[src/rtl/core/brun_pkg.sv]
// Package for the bitmap run engine: sizes, command codes, control structs.
// Used by brun_ctrl, brun_dp and the top level; no dependencies.
package brun_pkg;

   localparam int unsigned BITMAP_BITS_DEF = 65536;
   localparam int unsigned MAX_RUN_DEF     = 1024;

   typedef enum logic [1:0] {
      CMD_SET    = 2'd0,
      CMD_CLEAR  = 2'd1,
      CMD_INVERT = 2'd2,
      CMD_FIND   = 2'd3
   } cmd_type;

   // controller to datapath
   typedef struct packed {
      logic load;      // compute bounds, set walk start
      logic rd;        // issue read of current byte
      logic wr;        // write modified byte, advance
      logic scan;      // evaluate byte for find, advance
      logic fin;       // register result
   } ctl_type;

   // datapath to controller
   typedef struct packed {
      logic is_find;
      logic skip;      // no walk needed (zero length, bounds error, empty find)
      logic last;      // current byte is the last to walk
      logic stop;      // find walk is done after this byte
   } sts_type;

   // ones from LSB in a byte
   function automatic logic [3:0] ones_lsb(input logic [7:0] b);
      logic [3:0] n;
      n = 4'd8;
      for (int k = 7; k >= 0; k--) if (!b[k]) n = 4'(k);
      return n;
   endfunction

   // index of lowest set bit, 8 when none
   function automatic logic [3:0] low_set(input logic [7:0] b);
      logic [3:0] n;
      n = 4'd8;
      for (int k = 7; k >= 0; k--) if (b[k]) n = 4'(k);
      return n;
   endfunction

endpackage

[src/rtl/core/brun_ctrl.sv]
// Controller state machine for the bitmap run engine.
// Depends on brun_pkg.
module brun_ctrl (
   input  logic             clock,
   input  logic             reset,
   input  logic             start,
   input  logic             clr_done,
   output logic             busy,
   input  brun_pkg::sts_type sts,
   output brun_pkg::ctl_type ctl
);
   import brun_pkg::*;

   typedef enum logic [5:0] {
      ST_IDLE = 6'b000001,
      ST_LOAD = 6'b000010,
      ST_RD   = 6'b000100,
      ST_WAIT = 6'b001000,
      ST_EXEC = 6'b010000,
      ST_FIN  = 6'b100000
   } state_type;

   state_type state_ff, state_in;

   // next state
   always_comb begin
      state_in = state_ff;
      ctl      = '0;
      case (state_ff)
         ST_IDLE: begin
            if (start && clr_done) state_in = ST_LOAD;
         end
         ST_LOAD: begin
            ctl.load = 1'b1;
            state_in = ST_RD;
         end
         ST_RD: begin
            if (sts.skip) state_in = ST_FIN;
            else begin
               ctl.rd   = 1'b1;
               state_in = ST_WAIT;
            end
         end
         ST_WAIT: state_in = ST_EXEC;
         ST_EXEC: begin
            if (sts.is_find) begin
               ctl.scan = 1'b1;
               state_in = (sts.stop || sts.last) ? ST_FIN : ST_RD;
            end else begin
               ctl.wr   = 1'b1;
               state_in = sts.last ? ST_FIN : ST_RD;
            end
         end
         ST_FIN: begin
            ctl.fin  = 1'b1;
            state_in = ST_IDLE;
         end
         default: state_in = ST_IDLE;
      endcase
   end

   assign busy = (state_ff != ST_IDLE) || !clr_done;

   // hold state
   always_ff @(posedge clock) begin
      if (reset) state_ff <= ST_IDLE;
      else       state_ff <= state_in;
   end

   a_onehot: assert property (@(posedge clock) disable iff (reset) $onehot(state_ff))
      else $error("state not one-hot");
   a_fin_idle: assert property (@(posedge clock) disable iff (reset)
      state_ff == ST_FIN |=> state_ff == ST_IDLE) else $error("fin not followed by idle");
   a_wait_exec: assert property (@(posedge clock) disable iff (reset)
      state_ff == ST_WAIT |=> state_ff == ST_EXEC) else $error("read wait broken");
endmodule

[config.mk]
export PLATFORM = sky130hd
export DESIGN_NAME = brun_ctrl
export DESIGN_NICKNAME = d
export VERILOG_FILES = /design/src/rtl/core/brun_pkg.sv /design/src/rtl/core/brun_ctrl.sv
export SDC_FILE = /design/constraint.sdc
export NUM_CORES = 1
export LEC_CHECK = 0
export BUFFER_PORTS_ARGS = -buffer_cell sky130_fd_sc_hd__buf_2
export CORE_AREA = 2 2 39 41
export CTS_BUF_LIST = sky130_fd_sc_hd__clkbuf_4 sky130_fd_sc_hd__clkbuf_8 sky130_fd_sc_hd__clkbuf_16
export DETAILED_ROUTE_END_ITERATION = 16
export DIE_AREA = 0 0 41 43
export SLEW_MARGIN = 15
export SYNTH_ARGS = -nofsm -noshare
export SYNTH_HDL_FRONTEND = slang
export SYNTH_SLANG_ARGS = --single-unit
export TNS_END_PERCENT = 30
[constraint.sdc]
create_clock -name clock -period 1.2 [get_ports clock]
set_input_delay 0.24 -clock clock [delete_from_list [all_inputs] [get_ports clock]]
set_output_delay 0.24 -clock clock [all_outputs]
set_load 0.005 [all_outputs]
# == After elaboration in Yosys (flattened, before gate mapping) ==
# Index checks and enable logic that the tools add are counted.
# op_classes
n_addsub,0
mul,0
n_div,0
order_cmp,0
n_eq_ne,8
shifts,0
n_mux,13
bitwise_logic,0
n_reduce_logical,4
# op_table
op,n
2-to-1 mux 6 bit,5
one-hot mux 6 bit (5 select lines),1
equality test 6 x 1 -> 1 bit (second input constant),1
equality test 6 x 2 -> 1 bit (second input constant),1
equality test 6 x 3 -> 1 bit (second input constant),1
equality test 6 x 4 -> 1 bit (second input constant),1
equality test 6 x 5 -> 1 bit (second input constant),1
equality test 6 bit (second input constant),1
2-to-1 mux 1 bit,6
inequality test 6 x 1 -> 1 bit (second input constant),1
logical OR 1 bit,2
2-to-1 mux 2 bit,1
inequality test 2 bit (second input constant),1
logical AND 1 bit,1
zero test 1 bit,1
# word_totals
register_bits,6
latch_bits,0
ram_bits,0
mem_bits_ro,0
inputBits,8
out_inout_bits,6
word_cells,26
memories,0

# == Logic depth before layout (Yosys ltp) ==
# depth
depth_word,4
depth_mapped,4
depth_no_buf,3

# == Least setup slack after synthesis ==
# OpenSTA, ideal clock, no wires.
# synth_path
path_kind,register to output
start,register state_ff[2]
end,output ctl[0] (netlist bit)
arrival_ps,1023
required_ps,960
slack_ps,-63
path_stages_with_launch,4
n_path_buf,1
cell_sequence,dfxtp_1 -> buf_6 -> nor4_4 -> nor3b_1
# synth_lines
element,line,source
"start, declared",brun_ctrl.sv:23,"state_type state_ff, state_in;"
"start signal, assigned",brun_ctrl.sv:67,else state_ff <= state_in;
"end, declared",brun_ctrl.sv:10,output brun_pkg::ctl_type ctl

==> metrics.md <==
| Metric | Value |
|---|---|
| Max Cap Viol | 0 |
| Initial DRT Pass Iterations | 4 |
| Final Skew | ~0.00040 ns |
| WL met1 | slightly above 400 um |
| First-pass GRT wire length | around 1700 um |
| Ant diodes | 0 |
| Fmax | 0.692 GHz |
| CTS Buf Count | 3 |
| Least-Margin Pin Slew | roughly 0.27 ns |
| GRT overflow | 0 |
| Netlist cell types | 23 |
| Mapped cell area | between 300 and 400 um2 |
| Top Registers | state_ff x6 |
| CTS Sinks | 6 |
| Layout cell share with drive strength beyond 1 | between 50% and 60% |
| Period utilization | 120% |
| Final nets | 86 |
| Sequential element share of the synthesized area | a little under a third |
| Post-Synth Adder-Cell Area | 0% |
| Clk slew on worst S/H paths | about 0.04 ns |
| DR WL met3 | approximately 65 um |
| H-tree depth | 1 |
| Floorplan Core Area | 1380 um2 |
| Endpoint required time on the critical path | approximately 0.96 ns |
| DRC viols | 0 |
| Placed wire-length estimate | 774 um |
| Min-delay worst type | input port to flop |
| CP Class | flop to primary output |
| Worst-skew pair later-pin latency | 0.24 ns |
| Post-route ant nets | 0 |
| DR top layer | met3 |
| Largest net degree at the start of global routing | 7 |
| Unrepaired setup endpoints after global routing | true |
| Crit path DAT | between 1 and 1.5 ns |
| FP Rows | 14 |
| Largest family of logic cells by synthesized area | simple AND/OR/NAND/NOR gates |
| # hold bufs at CTS | 0 |
| Top reg by flops | state_ff |
| Synth warn | 0 |
| Worst slack, placed | -0.119 ns |
| Yosys reg bits | 6 |
| Syn nets | 56 |
| Mapped Cells | 48 |
| CTS root buf | clkbuf_4 |
| Outcome | finished with violations |
| Final Util | ~45% |
| Simple-gate portion of the synthesized area | 37.8% |
| IO Port Bufs | 13 |
| Clock Tree Buf Depth | 2 |
| Yosys top cell area share | roughly 31% |
| Peak VDD IR | slightly above 400 uV |
| Total global-route track usage | between 10% and 20% |
| Mux contribution to synthesized area | 0% |
| Layout area overhead | 62.9% |
| Wire per inst | approximately 11 um |
| Commonest non-fill, non-tap cell in the layout | buf_4 |
| WL final | ~1000 um |
| Vias in the first global route | roughly 430 |
| Slew HR | roughly 80% |
| Vias/cell | between 4 and 5 |
| Power Density | between 700 and 800 nW/um2 |
| TritonCTS clock tree | done |
| Via Count | about 460 |
| Die width | approximately 41 um |
| Initial cell density of the core | 27.8% |
| Most frequent cells in the layout | buf_4, buf_2, nor2_1 |
| Initial antenna violation count | 0 |
| Met2 WL | approximately 530 um |
| Total Die Area | between 1500 and 2000 um2 |
| Fin worst setup slack | -0.246 ns |
| Final hold violation count | 0 |
| Failing checks | setup timing |
| Leak | just under 0.3 nW |
| Compound-cell area share of the yosys netlist | between 20% and 30% |
| Dominant cells by area after synthesis | dfxtp_1, nor2_1, nand3_1 |
| Chip height | about 43 um |
| Max Fanout on Critical Path | 3 |
| Final min period | around 1.4 ns |
| Setup Viol. Count Final | 12 |
| Cell taking the most area after synthesis | dfxtp_1 |
| Post-Synth XOR/XNOR Area | between 2 and 2.5% |
| Max FFs per register | 6 |
| Crit start category | flop |
| Routability Congestion | 0.746 |
| First DRT Iteration DRCs | 5 |
| Final Max Tran Viols | 0 |
| Avg Cell Area, Syn | ~8.0 um2 |
| Ports | 14 |
| CP endpoint kind | primary output |
| Filler cells | between 100 and 150 |
-- per-stage QoR --
step	hold slack, ns	instance area [um2]	instances	setup TNS, ns	power (mW)
6_report	0.196	626	92	-1.83	0.498
5_1_grt	0.196	626	92	-3.29	0.539
4_1_cts	0.184	618	92	-2.14	0.505
3_5_place_dp	0.448	556	87	-0.705	0.316
3_3_place_gp	0.441	556	87	-0.595	0.315
2_1_floorplan	0.318	394	48	-0.0914	0.268
-- critical path: stages (launching register included) --
cell,delay (ns)
dfxtp_2,0.33
nor4_4,0.32
nor3b_2,0.20
buf_2,0.12
-- where the power goes --
part	switching, mW	internal (mW)
Combinational	0.0537	0.0608
Sequential	0.00397	0.203
Clock	0.0634	0.112
-- cell type report --
class	instances	area (um2)	area share, %
Sequential cell	6	128	20.4
Tap cell	16	20.0	3.20
Timing Repair Buffer	28	181	29.0
Clock buffer	3	22.5	3.60
Multi-Input combinational cell	36	263	42.0
Inverter	3	11.3	1.80
-- final timing paths --
| check | cells past startpoint | slack [ns] | start | to |
|---|---|---|---|---|
| worst max-delay path | 3 | -0.25 | state_ff[4] | ctl[0] |
| worst min-delay path | 2 | 0.20 | sts[2] | state_ff[3] |
| worst max register to register | 5 | -0.12 | state_ff[4] | state_ff[4] |
| worst min register to register | 3 | 0.63 | state_ff[3] | state_ff[4] |
-- layer usage --
layer	vias up	global-route usage (%)
met3	0	6.28
li1	233	-
met2	18	23.4
met4	0	6.00
met1	208	15.9
met5	-	0
-- Yosys cell counts --
| master | instances |
|---|---|
| nor3_1 | 4 |
| a41o_1 | 1 |
| nand3_1 | 5 |
| inv_1 | 3 |
| nand2_1 | 1 |
| o21ai_0 | 1 |
| a221oi_2 | 1 |
| buf_6 | 1 |
| xor2_1 | 1 |
| buf_2 | 1 |
| clkbuf_2 | 1 |
| nor4_4 | 1 |
| a311o_1 | 1 |
| nor2_1 | 9 |
| a22oi_2 | 1 |
| dfxtp_1 | 6 |
| nand4b_1 | 1 |
| a21o_1 | 1 |
| a21oi_1 | 2 |
| nand4_1 | 3 |
| nor2b_1 | 1 |
| o211ai_1 | 1 |
| nor3b_1 | 1 |
-- logic make-up (layout without fill, tap and decap cells) --
group           Yosys count  count (layout)
simple gates             26              26
compound gates            9               9
flops                     6               6
buf+inv                   6              34
xor+xnor                  1               1
-- what timing repair did --
item                                   in CTS  in global routing
endpoints found under the hold margin       0                  0
setup endpoints to repair                  12                 12
gates resized for setup                     9                  2
setup buffers                               2                  0
pin swaps                                   6                  1
Power figures use the tool's default switching activity.
